`config.mk`:
```
export PLATFORM = sky130hd
export DESIGN_NAME = sprite_list_tile_expander
export DESIGN_NICKNAME = d
export VERILOG_FILES = /design/src/design/slte_pkg.sv /design/src/design/slte_ctrl.sv /design/src/design/slte_datapath.sv /design/src/design/sprite_list_tile_expander.sv
export SDC_FILE = /design/constraint.sdc
export NUM_CORES = 1
export LEC_CHECK = 0
export BUFFER_PORTS_ARGS = -buffer_cell sky130_fd_sc_hd__clkbuf_2
export CAP_MARGIN = 15
export CORE_ASPECT_RATIO = 1.1
export CORE_MARGIN = 8
export CORE_UTILIZATION = 50
export CTS_CLUSTER_SIZE = 30
export DETAILED_ROUTE_END_ITERATION = 6
export PLACE_DENSITY = 0.86
export SKIP_LAST_GASP = 1
export SLEW_MARGIN = 30
export SYNTH_ARGS = -nofsm -noshare
export SYNTH_HDL_FRONTEND = slang
export SYNTH_SLANG_ARGS = --single-unit
```
`constraint.sdc`:
```
create_clock -name clk -period 5.9 [get_ports clk]
set_input_delay 0.885 -clock clk [delete_from_list [all_inputs] [get_ports clk]]
set_output_delay 0.885 -clock clk [all_outputs]
set_load 0.01 [all_outputs]
```
`src/design/slte_pkg.sv`:
```
package slte_pkg;

    // APB configuration space
    localparam int unsigned ADDR_W = 3;
    localparam int unsigned DATA_W = 32;

    // Register index as decoded from paddr[2]
    localparam logic CFG_IDX_FLIP_SCREEN = 1'b0;

    // Position arithmetic is done 12 bits wide, then cut to 11
    localparam int unsigned POS_W = 12;
    localparam int unsigned SCR_W = 11;

    localparam logic [POS_W-1:0] X_OFFSET       = 12'd256;
    localparam logic [POS_W-1:0] Y_ORIGIN       = 12'd384;
    localparam logic [POS_W-1:0] X_FLIP_ORIGIN  = 12'd768;
    localparam logic [POS_W-1:0] Y_FLIP_OFFSET  = 12'd100;
    localparam logic [POS_W-1:0] TILE_PIX       = 12'd16;

    // Attribute word fields
    localparam int unsigned ATTR_COLOR_LSB = 0;
    localparam int unsigned ATTR_FLIPY_BIT = 10;
    localparam int unsigned ATTR_FLIPX_BIT = 11;
    localparam int unsigned ATTR_LOGH_LSB  = 12;
    localparam int unsigned ATTR_LOGW_LSB  = 14;

    typedef struct packed {
        logic load_entry;
        logic skip_entry;
        logic emit_tile;
    } slte_cmd_t;

    typedef struct packed {
        logic entry_expands;
        logic slot_free;
        logic tile_last;
    } slte_status_t;

endpackage

```
`src/design/slte_ctrl.sv`:
```
module slte_ctrl (
    input  logic                  clk,
    input  logic                  rst_n,
    input  logic                  in_valid,
    output logic                  in_ready,
    input  slte_pkg::slte_status_t status,
    output slte_pkg::slte_cmd_t    cmd
);

    typedef enum logic {
        ST_IDLE,
        ST_RUN
    } state_t;

    state_t state_reg;
    state_t state_next;
    logic   in_ready_reg;
    logic   in_ready_next;

    always_comb
    begin
        state_next     = state_reg;
        in_ready_next  = in_ready_reg;
        cmd.load_entry = 1'b0;
        cmd.skip_entry = 1'b0;
        cmd.emit_tile  = 1'b0;
        unique case (state_reg)
            ST_IDLE:
            begin
                if (in_valid)
                begin
                    if (status.entry_expands)
                    begin
                        cmd.load_entry = 1'b1;
                        state_next     = ST_RUN;
                        in_ready_next  = 1'b0;
                    end
                    else
                    begin
                        cmd.skip_entry = 1'b1;
                    end
                end
            end
            ST_RUN:
            begin
                if (status.slot_free)
                begin
                    cmd.emit_tile = 1'b1;
                    if (status.tile_last)
                    begin
                        state_next    = ST_IDLE;
                        in_ready_next = 1'b1;
                    end
                end
            end
            default:
            begin
                state_next    = ST_IDLE;
                in_ready_next = 1'b1;
            end
        endcase
    end

    always_ff @(posedge clk or negedge rst_n)
    begin
        if (!rst_n)
        begin
            state_reg    <= ST_IDLE;
            in_ready_reg <= 1'b1;
        end
        else
        begin
            state_reg    <= state_next;
            in_ready_reg <= in_ready_next;
        end
    end

    assign in_ready = in_ready_reg;

endmodule

```
`src/design/slte_datapath.sv`:
```
module slte_datapath (
    input  logic                          clk,
    input  logic                          rst_n,
    input  logic                          flip_screen,
    input  logic                          list_start,
    input  logic [15:0]                   y_word,
    input  logic [15:0]                   code_word,
    input  logic [15:0]                   attr_word,
    input  logic [15:0]                   x_word,
    input  slte_pkg::slte_cmd_t           cmd,
    output slte_pkg::slte_status_t        status,
    output logic                          out_valid,
    input  logic                          out_ready,
    output logic [15:0]                   tile_code,
    output logic [3:0]                    color,
    output logic                          flip_x,
    output logic                          flip_y,
    output logic signed [slte_pkg::SCR_W-1:0] screen_x,
    output logic signed [slte_pkg::SCR_W-1:0] screen_y,
    output logic                          last
);

    // Skip counter
    logic [2:0] skip_reg;
    logic [2:0] skip_next;
    logic [2:0] skip_eff;

    // Latched entry
    logic [15:0]                   base_reg;
    logic [3:0]                    color_reg;
    logic                          fx_reg;
    logic                          fy_reg;
    logic [2:0]                    wmask_reg;
    logic [2:0]                    hmask_reg;
    logic [slte_pkg::POS_W-1:0]    sx_reg;
    logic [slte_pkg::POS_W-1:0]    sy_reg;
    logic [2:0]                    col_reg;
    logic [2:0]                    row_reg;

    // Output stage
    logic                          out_valid_reg;
    logic [15:0]                   tile_code_reg;
    logic [3:0]                    color_out_reg;
    logic                          fx_out_reg;
    logic                          fy_out_reg;
    logic [slte_pkg::SCR_W-1:0]    sx_out_reg;
    logic [slte_pkg::SCR_W-1:0]    sy_out_reg;
    logic                          last_reg;

    // Decoded entry
    logic [1:0]                    log_w;
    logic [1:0]                    log_h;
    logic [slte_pkg::POS_W-1:0]    w_pix;
    logic [slte_pkg::POS_W-1:0]    h_pix;
    logic [slte_pkg::POS_W-1:0]    xpos;
    logic [slte_pkg::POS_W-1:0]    ypos;
    logic [slte_pkg::POS_W-1:0]    sx_start;
    logic [slte_pkg::POS_W-1:0]    sy_start;
    logic [2:0]                    wmask;
    logic [2:0]                    hmask;

    // Current tile
    logic [2:0]                    col_code;
    logic [2:0]                    row_code;
    logic [15:0]                   code_cur;
    logic [slte_pkg::POS_W-1:0]    px_cur;
    logic [slte_pkg::POS_W-1:0]    py_cur;
    logic                          at_last;

    assign skip_eff = list_start ? 3'd0 : skip_reg;

    assign log_w = attr_word[slte_pkg::ATTR_LOGW_LSB +: 2];
    assign log_h = attr_word[slte_pkg::ATTR_LOGH_LSB +: 2];
    assign wmask = 3'((4'd1 << log_w) - 4'd1);
    assign hmask = 3'((4'd1 << log_h) - 4'd1);
    assign w_pix = slte_pkg::TILE_PIX << log_w;
    assign h_pix = slte_pkg::TILE_PIX << log_h;
    assign xpos  = slte_pkg::POS_W'(x_word[9:0]);
    assign ypos  = slte_pkg::POS_W'(y_word[8:0]);

    // Flip screen: x' = 768 - 16w - xpos, y' = ypos - 100
    always_comb
    begin
        if (flip_screen)
        begin
            sx_start = slte_pkg::X_FLIP_ORIGIN - w_pix - xpos;
            sy_start = ypos - slte_pkg::Y_FLIP_OFFSET;
        end
        else
        begin
            sx_start = xpos - slte_pkg::X_OFFSET;
            sy_start = slte_pkg::Y_ORIGIN - ypos - h_pix;
        end
    end

    // Mirror column/row by XOR with the mask: w-1-c == ~c & (w-1)
    assign col_code = col_reg ^ (fx_reg ? wmask_reg : 3'd0);
    assign row_code = row_reg ^ (fy_reg ? hmask_reg : 3'd0);
    assign code_cur = base_reg + {10'd0, col_code, row_code};
    assign px_cur   = sx_reg + {5'd0, col_reg, 4'd0};
    assign py_cur   = sy_reg + {5'd0, row_reg, 4'd0};
    assign at_last  = (col_reg == wmask_reg) && (row_reg == hmask_reg);

    always_comb
    begin
        skip_next = skip_reg;
        if (cmd.skip_entry)
            skip_next = skip_eff - 3'd1;
        else if (cmd.load_entry)
            skip_next = wmask;
    end

    always_ff @(posedge clk or negedge rst_n)
    begin
        if (!rst_n)
        begin
            skip_reg      <= 3'd0;
            out_valid_reg <= 1'b0;
        end
        else
        begin
            skip_reg <= skip_next;
            if (cmd.emit_tile)
                out_valid_reg <= 1'b1;
            else if (out_ready)
                out_valid_reg <= 1'b0;
        end
    end

    always_ff @(posedge clk)
    begin
        if (cmd.load_entry)
        begin
            base_reg  <= code_word;
            color_reg <= attr_word[slte_pkg::ATTR_COLOR_LSB +: 4];
            fx_reg    <= attr_word[slte_pkg::ATTR_FLIPX_BIT] ^ flip_screen;
            fy_reg    <= attr_word[slte_pkg::ATTR_FLIPY_BIT] ^ flip_screen;
            wmask_reg <= wmask;
            hmask_reg <= hmask;
            sx_reg    <= sx_start;
            sy_reg    <= sy_start;
            col_reg   <= 3'd0;
            row_reg   <= 3'd0;
        end
        else if (cmd.emit_tile)
        begin
            // rows inner, columns outer
            if (row_reg == hmask_reg)
            begin
                row_reg <= 3'd0;
                col_reg <= col_reg + 3'd1;
            end
            else
            begin
                row_reg <= row_reg + 3'd1;
            end
        end

        if (cmd.emit_tile)
        begin
            tile_code_reg <= code_cur;
            color_out_reg <= color_reg;
            fx_out_reg    <= fx_reg;
            fy_out_reg    <= fy_reg;
            sx_out_reg    <= px_cur[slte_pkg::SCR_W-1:0];
            sy_out_reg    <= py_cur[slte_pkg::SCR_W-1:0];
            last_reg      <= at_last;
        end
    end

    assign status.entry_expands = (skip_eff == 3'd0);
    assign status.slot_free     = !out_valid_reg || out_ready;
    assign status.tile_last     = at_last;

    assign out_valid = out_valid_reg;
    assign tile_code = tile_code_reg;
    assign color     = color_out_reg;
    assign flip_x    = fx_out_reg;
    assign flip_y    = fy_out_reg;
    assign screen_x  = sx_out_reg;
    assign screen_y  = sy_out_reg;
    assign last      = last_reg;

endmodule

```
`src/design/sprite_list_tile_expander.sv`:
```
// Channel   | Handshake            | Payload
// ----------+----------------------+---------------------------------------------
// entry in  | in_valid / in_ready  | list_start, y_word, code_word, attr_word, x_word
// tile out  | out_valid / out_ready| tile_code, color, flip_x, flip_y, screen_x,
//           |                      | screen_y, last
// config    | APB psel/penable     | flip_screen at byte address 0
//
// An expanded entry is accepted and then yields w*h tile commands (1 to 64),
// one per cycle while the output is not stalled, paced by the row/column
// counters in the datapath. A skipped entry produces no transaction.
// rst_n clears the skip count, flip_screen and the output valid at once.
// A stalled output holds the tile register and freezes the counters; the
// next entry is taken while the last tile of the previous one still waits.
module sprite_list_tile_expander (
    input  logic                          clk,
    input  logic                          rst_n,
    // APB configuration
    input  logic                          psel,
    input  logic                          penable,
    input  logic                          pwrite,
    input  logic [slte_pkg::ADDR_W-1:0]   paddr,
    input  logic [slte_pkg::DATA_W-1:0]   pwdata,
    output logic [slte_pkg::DATA_W-1:0]   prdata,
    output logic                          pready,
    // sprite list entries
    input  logic                          in_valid,
    output logic                          in_ready,
    input  logic                          list_start,
    input  logic [15:0]                   y_word,
    input  logic [15:0]                   code_word,
    input  logic [15:0]                   attr_word,
    input  logic [15:0]                   x_word,
    // tile commands
    output logic                          out_valid,
    input  logic                          out_ready,
    output logic [15:0]                   tile_code,
    output logic [3:0]                    color,
    output logic                          flip_x,
    output logic                          flip_y,
    output logic signed [slte_pkg::SCR_W-1:0] screen_x,
    output logic signed [slte_pkg::SCR_W-1:0] screen_y,
    output logic                          last
);

    logic                   flip_screen_reg;
    logic                   cfg_write;
    slte_pkg::slte_cmd_t    cmd;
    slte_pkg::slte_status_t status;

    // Register write completes in the APB access phase; paddr[2] picks the word
    assign cfg_write = psel && penable && pwrite && pready;
    assign pready    = 1'b1;

    always_ff @(posedge clk or negedge rst_n)
    begin
        if (!rst_n)
            flip_screen_reg <= 1'b0;
        else if (cfg_write && (paddr[2] == slte_pkg::CFG_IDX_FLIP_SCREEN))
            flip_screen_reg <= pwdata[0];
    end

    // Read back; words beyond the register list read as zero
    always_comb
    begin
        prdata = '0;
        if (paddr[2] == slte_pkg::CFG_IDX_FLIP_SCREEN)
            prdata[0] = flip_screen_reg;
    end

    // Sequencer: accept or skip entries, then step through the tiles
    slte_ctrl u_ctrl (
        .clk      (clk),
        .rst_n    (rst_n),
        .in_valid (in_valid),
        .in_ready (in_ready),
        .status   (status),
        .cmd      (cmd)
    );

    // Entry registers, tile counters, position/code arithmetic, output stage
    slte_datapath u_datapath (
        .clk         (clk),
        .rst_n       (rst_n),
        .flip_screen (flip_screen_reg),
        .list_start  (list_start),
        .y_word      (y_word),
        .code_word   (code_word),
        .attr_word   (attr_word),
        .x_word      (x_word),
        .cmd         (cmd),
        .status      (status),
        .out_valid   (out_valid),
        .out_ready   (out_ready),
        .tile_code   (tile_code),
        .color       (color),
        .flip_x      (flip_x),
        .flip_y      (flip_y),
        .screen_x    (screen_x),
        .screen_y    (screen_y),
        .last        (last)
    );

endmodule

```
======== After elaboration in Yosys (flattened, before gate mapping) ========
Cells that the tools add are included.
cells by class
  $add $sub $neg .......................... 14
  equality and inequality tests ........... 6
  shift-type cells ........................ 4
  mux-type cells .......................... 26
  bitwise gates (word level) .............. 6
  reduce and logical (&&, ||, !) cells .... 11
operators with widths
  cell                    number
  $add 11x7->11           2
  $mux 11                 2
  $shl 5x2->11 const A    2
  $mux 3                  6
  $add 16x6->16           1
  $mux 1                  14
  $sub 10x11->11 const A  1
  $sub 10x9->11 const B   1
  $sub 11x10->11          1
  $sub 11x11->11          1
  $sub 9x7->10 const B    1
  $sub 9x9->10 const A    1
  $sub 3x1->3 const B     3
  $add 3x1->3 const B     2
  $eq 3x3->1              2
  $ne 2x2->1 const B      3
  $shl 1x2->3 const A     2
  $xor 3x3->3             2
  $logic_and 1x1->1       4
  $mux 2                  2
  $pmux 1 s2              2
  $reduce_and 4->1        1
  $reduce_bool 2->1       2
  $logic_not 3->1         1
  6 further kinds         8
word-level totals
  register bits after elaboration ......... 108
  bits of input ports ..................... 107
  output and inout port bits .............. 80

======== Depth between registers and ports, before layout ========
Gate-level depths: netlist of run 1.
  word-level depth ........................ 7
  mapped depth ............................ 11

======== Cells and area by module ========
A second synthesis of run 1 with hierarchy kept.
unflattened totals
  cell total of the unflattened synthesis .. 491
  area, all modules ....................... 5884.4 um2
by module, submodules not included
  module                     instances  cells an instance  area each (um2)  seq. area each (um2)
  slte_datapath              1          443                5482.8           3072.9
  sprite_list_tile_expander  1          38                 301.5            25.0
  slte_ctrl                  1          10                 100.1            51.3

======== Least setup slack after synthesis of run 1 ========
No wires, ideal clock.
  path kind ............................... in2reg
  start point ............................. input list_start
  end point ............................... register u_datapath.base_reg[0] (enable)
  setup time .............................. 0.470 ns
  data arrival time ....................... 3.771 ns
  setup slack ............................. 1.659 ns
  stages on the path ...................... 5
  path buffers ............................ 0
  cells stage by stage .................... nand2b_1 ha_1 ha_1 inv_1 nor2_1
RTL lines
  element                 RTL line                         RTL
  start: declaration      sprite_list_tile_expander.sv:28  input logic list_start,
  end signal: assignment  slte_datapath.sv:134             base_reg <= code_word;
  end: declaration        slte_datapath.sv:29              logic [15:0] base_reg;

======== Worst setup path in the final report of run 1 ========
  start point ............................. input y_word[2]
  end point ............................... register u_datapath.sy_reg[8] (netlist name), data pin
on the way
  longest elaborated chain between the ends .. 3
ends and longest elaborated chain
  element                            RTL line                         RTL
  start: declaration                 sprite_list_tile_expander.sv:29  input logic [15:0] y_word,
  $sub 9x9->10                       slte_datapath.sv:92              sy_start = slte_pkg::Y_ORIGIN - ypos - h_pix;
  $sub 11x11->11                     slte_datapath.sv:92
  $mux 11 *                          slte_datapath.sv:84              if (flip_screen)
  via u_datapath.sy_start (one bit)  slte_datapath.sv:58              logic [slte_pkg::POS_W-1:0] sy_start;
  end signal: assignment             slte_datapath.sv:141             sy_reg <= sy_start;
  end: declaration                   slte_datapath.sv:36              logic [slte_pkg::POS_W-1:0] sy_reg;
The timed path passes the listed nets; every way through them passes the cells marked *.
A chain may end at the register's enable or synchronous reset.

==> out/qor.txt, run 1 <==
die height: 129 um
Async S/R FF share, synth: 6.48%
initial core utilization: 50.9%
die area: 0.0154 mm^2
unrepaired setup endpoints after global routing: false
status: finished, final reports clean
synthesized area: 0.00582 mm^2
synth-to-layout area growth: 14.4%
Slew Limit Fails: 0
Slowest Stage Delay on Critical Path: 500 ps
WS Path Type: in2reg
worst-path maximum fanout: 4
R2R Path End: u_datapath.tile_code[8]
Hold WS: 367 ps
DRC Markers: 0
detailed-placement wirelength estimate: 8880 um
CP Depth: 10
CTS tree: yes
R2R Path Start: u_datapath.fy_reg
Resized cells post-CTS: 0
total core area: 0.0114 mm^2
die width: 119 um
layout cells sized above 1: 21.6%
Clock Sink Count: 108
post-synth top area cell: edfxtp_1
worst setup path start: y_word[2]
Worst setup EP type: flop
mean area per synthesized cell: 11.8 um^2
gr usage total: 15.5%
n_diodes: 0
htree depth: 3
Iteration-0 DRC Markers: 250
Worst Path Arrival: 3250 ps
Finished Core Util: 58.2%
first-pass GRT wire length: 19200 um
register-to-register setup slack: 3400 ps
top sig layer: met4
Max Freq: 0.317 GHz
Synth top area share: 49.0%
Slowest cell on crit path: nor3_1
CP delay by family, top: simple AND/OR/NAND/NOR gates
Seq cells post-synth: 108
Final ANT Viol Nets: 0
Num CTS Buffers: 9
cell breakdown of the critical path: clkbuf_2 -> nor3_1 -> nand3_1 -> xnor2_1 -> ha_1 -> o21ai_1 -> a22oi_1 -> mux2_2 -> o22ai_1 -> xnor2_1
Clock Tree Buf Depth: 2
Final Critical Period: 3150 ps
yosys warns: 0
post-CTS setup buffers: 0
initial antenna violation count: 0
Post-synth EDFFs: 95
hold_buf cts: 0
row cnt: 41
met3 wire len: 786 um
vias per inst: 5.11
Crit path required time: 6000 ps
worst skew pair latency: 360 ps
Pwr Density: 375 mW/mm^2
via count: 3848
Unique masters post-synth: 58
worst-margin pin slew: 898 ps
Final period util: 53.4%
metal1 wirelength: 4800 um
Detailed Route WL: 11500 um
per-cell routed wire length: 15.3 um
setup TNS: 0 ps
Cells after Synth: 495
clk slew on worst S/H paths: 70 ps
most frequent CP cell: xnor2_1
root buffer cell: clkbuf_16
Final Hold Viols: 0
Max VDD drop: 0.000208 V
dpl cells: 737
GP Congestion: 0.880
met2 wire len: 5750 um
Seq/Total Area, Yosys: 54.1%
clk_skew: 9.42 ps
synth top area cells: edfxtp_1, ha_1, xnor2_1, buf_4, xor2_1
HP Class: in2async
Lkg Pwr: 2.81 nW
IO buf count: 102
Buf/Inv on CP: 1
nature of the critical path startpoint: input port
largest net degree at the start of global routing: 51
gr ovfl total: 0
max-cap violations: 0
fin cells: 753
num ports: 187
worst reg-to-reg path cell count: 10
final setup fails: 0
Layout Nets: 747
Slew headroom: 39.2%
Main synth FF type: edfxtp_1
vias in the first global route: 4155
DRT Pass-1 Iters: 4
## cell type report
type	instances	area, um^2
Fill cell	944	4780
Sequential cell	108	3150
Multi-Input combinational cell	336	2360
Timing Repair Buffer	104	526
Clock buffer	12	256
Tap cell	150	188
Inverter	39	149
Clock inverter	4	31.3
## metrics by stage
stage	instance area (um^2)	total power [mW]	worst slack, ps
floorplan	5930	1.68	1660
global placement	6370	1.88	2480
detailed placement	6370	1.93	2420
CTS	6660	2.52	2810
global route	6660	2.66	2600
finish	6660	2.50	2750
## where the power goes
part           internal, mW  leakage [nW]  total, mW  switching [mW]
Combinational         0.313          1.65      0.772           0.460
Clock                 0.313         0.139      0.587           0.274
Sequential             1.06          1.02       1.14          0.0815
## cell usage after synthesis, drive strengths merged (3+ instances only)
cell type	instances
o21ai	25
o21bai	4
ha	39
dfxtp	6
nand3b	4
dfrtp	6
o21a	3
nand2b	16
edfxtp	95
buf	36
xor2	23
nand4	4
xnor2	31
nand2	30
clkbuf	6
mux2	4
nand3	6
and2	3
o22ai	3
nor2b	6
inv	39
mux2i	4
fa	3
a21o	4
nor3	10
or2	3
and4	3
a21oi	25
nor2	24
## worst max path at each step
stage	to
4_1_cts	u_datapath.sy_reg[8]
5_1_grt	u_datapath.sy_reg[8]
3_5_place_dp	u_datapath.sy_reg[8]
2_1_floorplan	u_datapath.base_reg[0]
6_report	u_datapath.sy_reg[8]
3_3_place_gp	u_datapath.sy_reg[8]
## cell families (layout without fill, tap and decap cells)
logic type / after synthesis / count (layout) / share of synthesized area, %
AOI/OAI and AO/OA: 80 / 80 / 8.51
xor gates and xnor gates: 54 / 54 / 8.13
adders and majority gates: 42 / 42 / 9.42
buffers and inverters: 81 / 159 / 7.37
DFF: 108 / 108 / 54.1
muxes: 8 / 8 / 1.46
other: 2 / 32 / 0.129
and+or+nand+nor: 120 / 120 / 10.9
## metal layers
layer | vias to the layer above | track usage (%)
li1 | 1893 | -
met1 | 1814 | 17.0
met2 | 122 | 27.2
met3 | 19 | 5.18
met4 | 0 | 6.63
met5 | - | 0
## cells in the final DEF, fill, tap and decap left out, drive strengths merged, types with 24 or more instances in the layout
cell type  count
nor2          24
a21oi         25
xnor2         31
clkbuf       114
inv           41
nand2         30
conb          32
o21ai         25
edfxtp        95
ha            39
Power figures use the tool's default switching activity.
==> inputs of run 2 (changes only) <==
--- a/config.mk
+++ b/config.mk
@@ -5,14 +5,15 @@
 export SDC_FILE = /design/constraint.sdc
 export NUM_CORES = 1
 export LEC_CHECK = 0
+export ABC_AREA = 1
 export BUFFER_PORTS_ARGS = -buffer_cell sky130_fd_sc_hd__clkbuf_2
 export CAP_MARGIN = 15
 export CORE_ASPECT_RATIO = 1.1
 export CORE_MARGIN = 8
-export CORE_UTILIZATION = 50
+export CORE_UTILIZATION = 47
 export CTS_CLUSTER_SIZE = 30
 export DETAILED_ROUTE_END_ITERATION = 6
-export PLACE_DENSITY = 0.86
+export PLACE_DENSITY = 0.84
 export SKIP_LAST_GASP = 1
 export SLEW_MARGIN = 30
 export SYNTH_ARGS = -nofsm -noshare
==> constraint.sdc (replaced) <==
create_clock -name clk -period 2.8 [get_ports clk]
set_input_delay 0.42 -clock clk [delete_from_list [all_inputs] [get_ports clk]]
set_output_delay 0.42 -clock clk [all_outputs]
set_load 0.01 [all_outputs]
==> run 2 against run 1 <==
Against the previous run:
- die area grew 7.2%
- register-to-register slack lost 3000 ps
- core utilization shrank 3.4 points
- highest routed layer unchanged
- worst setup slack lost 2400 ps
==> out/qor.txt, run 2 <==
# fillers: 1157 (was 944)
htree depth: 3 (unchanged)
die area: 0.0165 mm^2 (was 0.0154 mm^2)
WS Path Type: reg2reg (was in2reg)
Hold WS: 246 ps (was 367 ps)
die width: 123 um (was 119 um)
Final period util: 86.0%
Detailed Route WL: 11600 um (was 11500 um)
commonest cells after routing, fill and taps aside: nand2_1, clkbuf_2, edfxtp_1, inv_1, ha_1 (was clkbuf_2, edfxtp_1, ha_1, inv_1, conb_1)
GP Congestion: 0.893 (was 0.880)
gr ovfl total: 0 (unchanged)
Final ANT Viol Nets: 0 (unchanged)
most frequent CP cell: nand2_1 (was xnor2_1)
final instance area: 0.00684 mm^2 (was 0.00666 mm^2)
initial antenna violation count: 0 (unchanged)
CTS tree: yes (unchanged)
DRT Pass-1 Iters: 4 (unchanged)
max-cap violations: 0 (unchanged)
Synth top area share: 48.2% (was 49.0%)
CP delay by family, top: simple AND/OR/NAND/NOR gates (unchanged)
Clock Tree Buf Depth: 2 (unchanged)
clk_skew: 7.21 ps (was 9.42 ps)
DP Worst Slack: 384 ps (was 2420 ps)
vias per inst: 4.78 (was 5.11)
layout cells sized above 1: 20.3% (was 21.6%)
most frequent cell after synthesis: nand2_1 (was edfxtp_1)
Post-synth EDFFs: 95 (unchanged)
Slowest Stage Delay on Critical Path: 470 ps (was 500 ps)
Final Critical Period: 2410 ps
worst skew pair latency: 340 ps (was 360 ps)
Final Hold Viols: 0 (unchanged)
root buffer cell: clkbuf_16 (unchanged)
Crit path required time: 2900 ps (was 6000 ps)
Resized cells post-CTS: 0 (unchanged)
total core area: 0.0125 mm^2 (was 0.0114 mm^2)
Layout Nets: 857 (was 747)
n_diodes: 0 (unchanged)
Slew Limit Fails: 0 (unchanged)
status: finished, final reports clean (unchanged)
Lkg Pwr: 3.31 nW (was 2.81 nW)
metal1 wirelength: 4760 um (was 4800 um)
Unique masters post-synth: 43 (was 58)
synth top area cells: edfxtp_1, nand2_1, ha_1, inv_1, xor2_1 (was edfxtp_1, ha_1, xnor2_1, buf_4, xor2_1)
Slowest cell on crit path: edfxtp_1 (was nor3_1)
clk slew on worst S/H paths: 70 ps (about the same)
setup TNS: 0 ps (unchanged)
initial core utilization: 47.5% (was 50.9%)
Iteration-0 DRC Markers: 221 (was 250)
final setup fails: 0 (unchanged)
total power: 5.70 mW (was 2.50 mW)
synth-to-layout area growth: 15.5% (was 14.4%)
Num CTS Buffers: 9 (unchanged)
Seq cells post-synth: 108 (unchanged)
Main synth FF type: edfxtp_1 (unchanged)
Clock Sink Count: 108 (unchanged)
met2 wire len: 5800 um (was 5750 um)
nature of the critical path startpoint: flop (was input port)
IO buf count: 102 (unchanged)
Max Freq: 0.415 GHz
Worst setup EP type: flop (unchanged)
met3 wire len: 855 um (was 786 um)
placed cell area: 0.00653 mm^2 (was 0.00637 mm^2)
min setup slack post-route: 391 ps (was 2750 ps)
mean area per synthesized cell: 9.92 um^2 (was 11.8 um^2)
first-pass GRT wire length: 19000 um (was 19200 um)
synthesized area: 0.00592 mm^2 (was 0.00582 mm^2)
cell breakdown of the critical path: o21ai_0 -> nand2_1 -> inv_1 -> ha_1 -> inv_1 -> fa_1 -> inv_1 -> nand3_1 -> nand2_1 -> nand2_1 -> a21oi_4 -> nand2_1 -> nand2_1 -> nand2_1 (was clkbuf_2 -> nor3_1 -> nand3_1 -> xnor2_1 -> ha_1 -> o21ai_1 -> a22oi_1 -> mux2_2 -> o22ai_1 -> xnor2_1)
top sig layer: met4 (unchanged)
via count: 4157 (was 3848)
Buf/Inv on CP: 3 (was 1)
Pwr Density: 833 mW/mm^2 (was 375 mW/mm^2)
worst-path maximum fanout: 7 (was 4)
gr usage total: 14.5% (was 15.5%)
Async S/R FF share, synth: 6.48% (unchanged)
Max VDD drop: 0.000403 V (was 0.000208 V)
commonest non-fill, non-tap cell in the layout: nand2_1 (was clkbuf_2)
vias in the first global route: 4211 (was 4155)
detailed-placement wirelength estimate: 9190 um (was 8880 um)
row cnt: 43 (was 41)
num ports: 187 (unchanged)
unrepaired setup endpoints after global routing: false (unchanged)
synth cell count leaders: nand2_1, edfxtp_1, inv_1, ha_1, buf_4 (was edfxtp_1, ha_1, inv_1, buf_4, xnor2_1)
Cells after Synth: 597 (was 495)
post-synth top area cell: edfxtp_1 (unchanged)
yosys warns: 0 (unchanged)
Seq/Total Area, Yosys: 53.2% (was 54.1%)
Worst Path Arrival: 2510 ps (was 3250 ps)
die height: 134 um (was 129 um)
per-cell routed wire length: 13.4 um (was 15.3 um)
DRC Markers: 0 (unchanged)
HP Class: in2reg (was in2async)
largest net degree at the start of global routing: 56 (was 51)
==> run 2: layer usage <==
| metal | up-vias | GRT usage, % |
|---|---|---|
| met5 | - | 0 |
| met4 | 0 | 5.43 |
| met3 | 14 | 3.72 |
| met2 | 121 | 25.9 |
| met1 | 1897 | 16.0 |
| li1 | 2125 | - |
==> run 2: final cells by class <==
cell class | count | area (um^2) | area share, %
clock buffer | 9 | 225 | 3.29
tap | 157 | 196 | 2.87
multi-input combinational | 389 | 2280 | 33.3
clock inverter | 7 | 81.3 | 1.19
timing repair buffer | 108 | 571 | 8.34
inverter | 92 | 345 | 5.05
sequential | 108 | 3150 | 46.0
==> run 2: power breakdown <==
group / switching [mW] / leakage (nW) / internal (mW)
clock: 0.590 / 0.147 / 0.708
sequential: 0.213 / 1.03 / 2.35
combinational: 1.15 / 2.14 / 0.692
total: 1.95 / 3.31 / 3.75
==> run 2: kinds of logic after synthesis <==
logic type / count (synthesis) / synth area share (%)
mux: 1 / 0.169
other cells: 2 / 0.127
fa+ha+maj: 42 / 9.25
buf+inv: 130 / 10.3
xor+xnor: 37 / 5.47
simple gates: 220 / 16.0
flops: 108 / 53.2
compound gates: 57 / 5.53
==> run 2: metrics by stage <==
| stage | utilization (%) | instances |
|---|---|---|
| after floorplan | - | 627 |
| after global placement | 52.3 | 853 |
| after detailed placement | 52.3 | 853 |
| after CTS | 54.8 | 870 |
| after global routing | 54.8 | 870 |
| final | 54.8 | 870 |
==> run 2: path summary, 6_finish.rpt <==
path                                          from                        to  slack, ps  cells after the start
hold / removal                        attr_word[0]   u_datapath.color_reg[0]        250                      1
setup reg to reg                 u_datapath.fy_reg  u_datapath.tile_code[12]        390                     14
min in group asynchronous                    rst_n      u_datapath.out_valid        440                      2
setup / recovery                 u_datapath.fy_reg  u_datapath.tile_code[12]        390                     14
max in group asynchronous                    rst_n           u_ctrl.in_ready       2120                      2
hold reg to reg            u_datapath.color_reg[3]       u_datapath.color[3]        420                      0
==> run 2: what timing repair did <==
| item | in CTS | in global routing |
|---|---|---|
| hold buffers | 1 | 0 |
| endpoints found under the hold margin | 6 | 0 |
| buffers inserted | 0 | 0 |
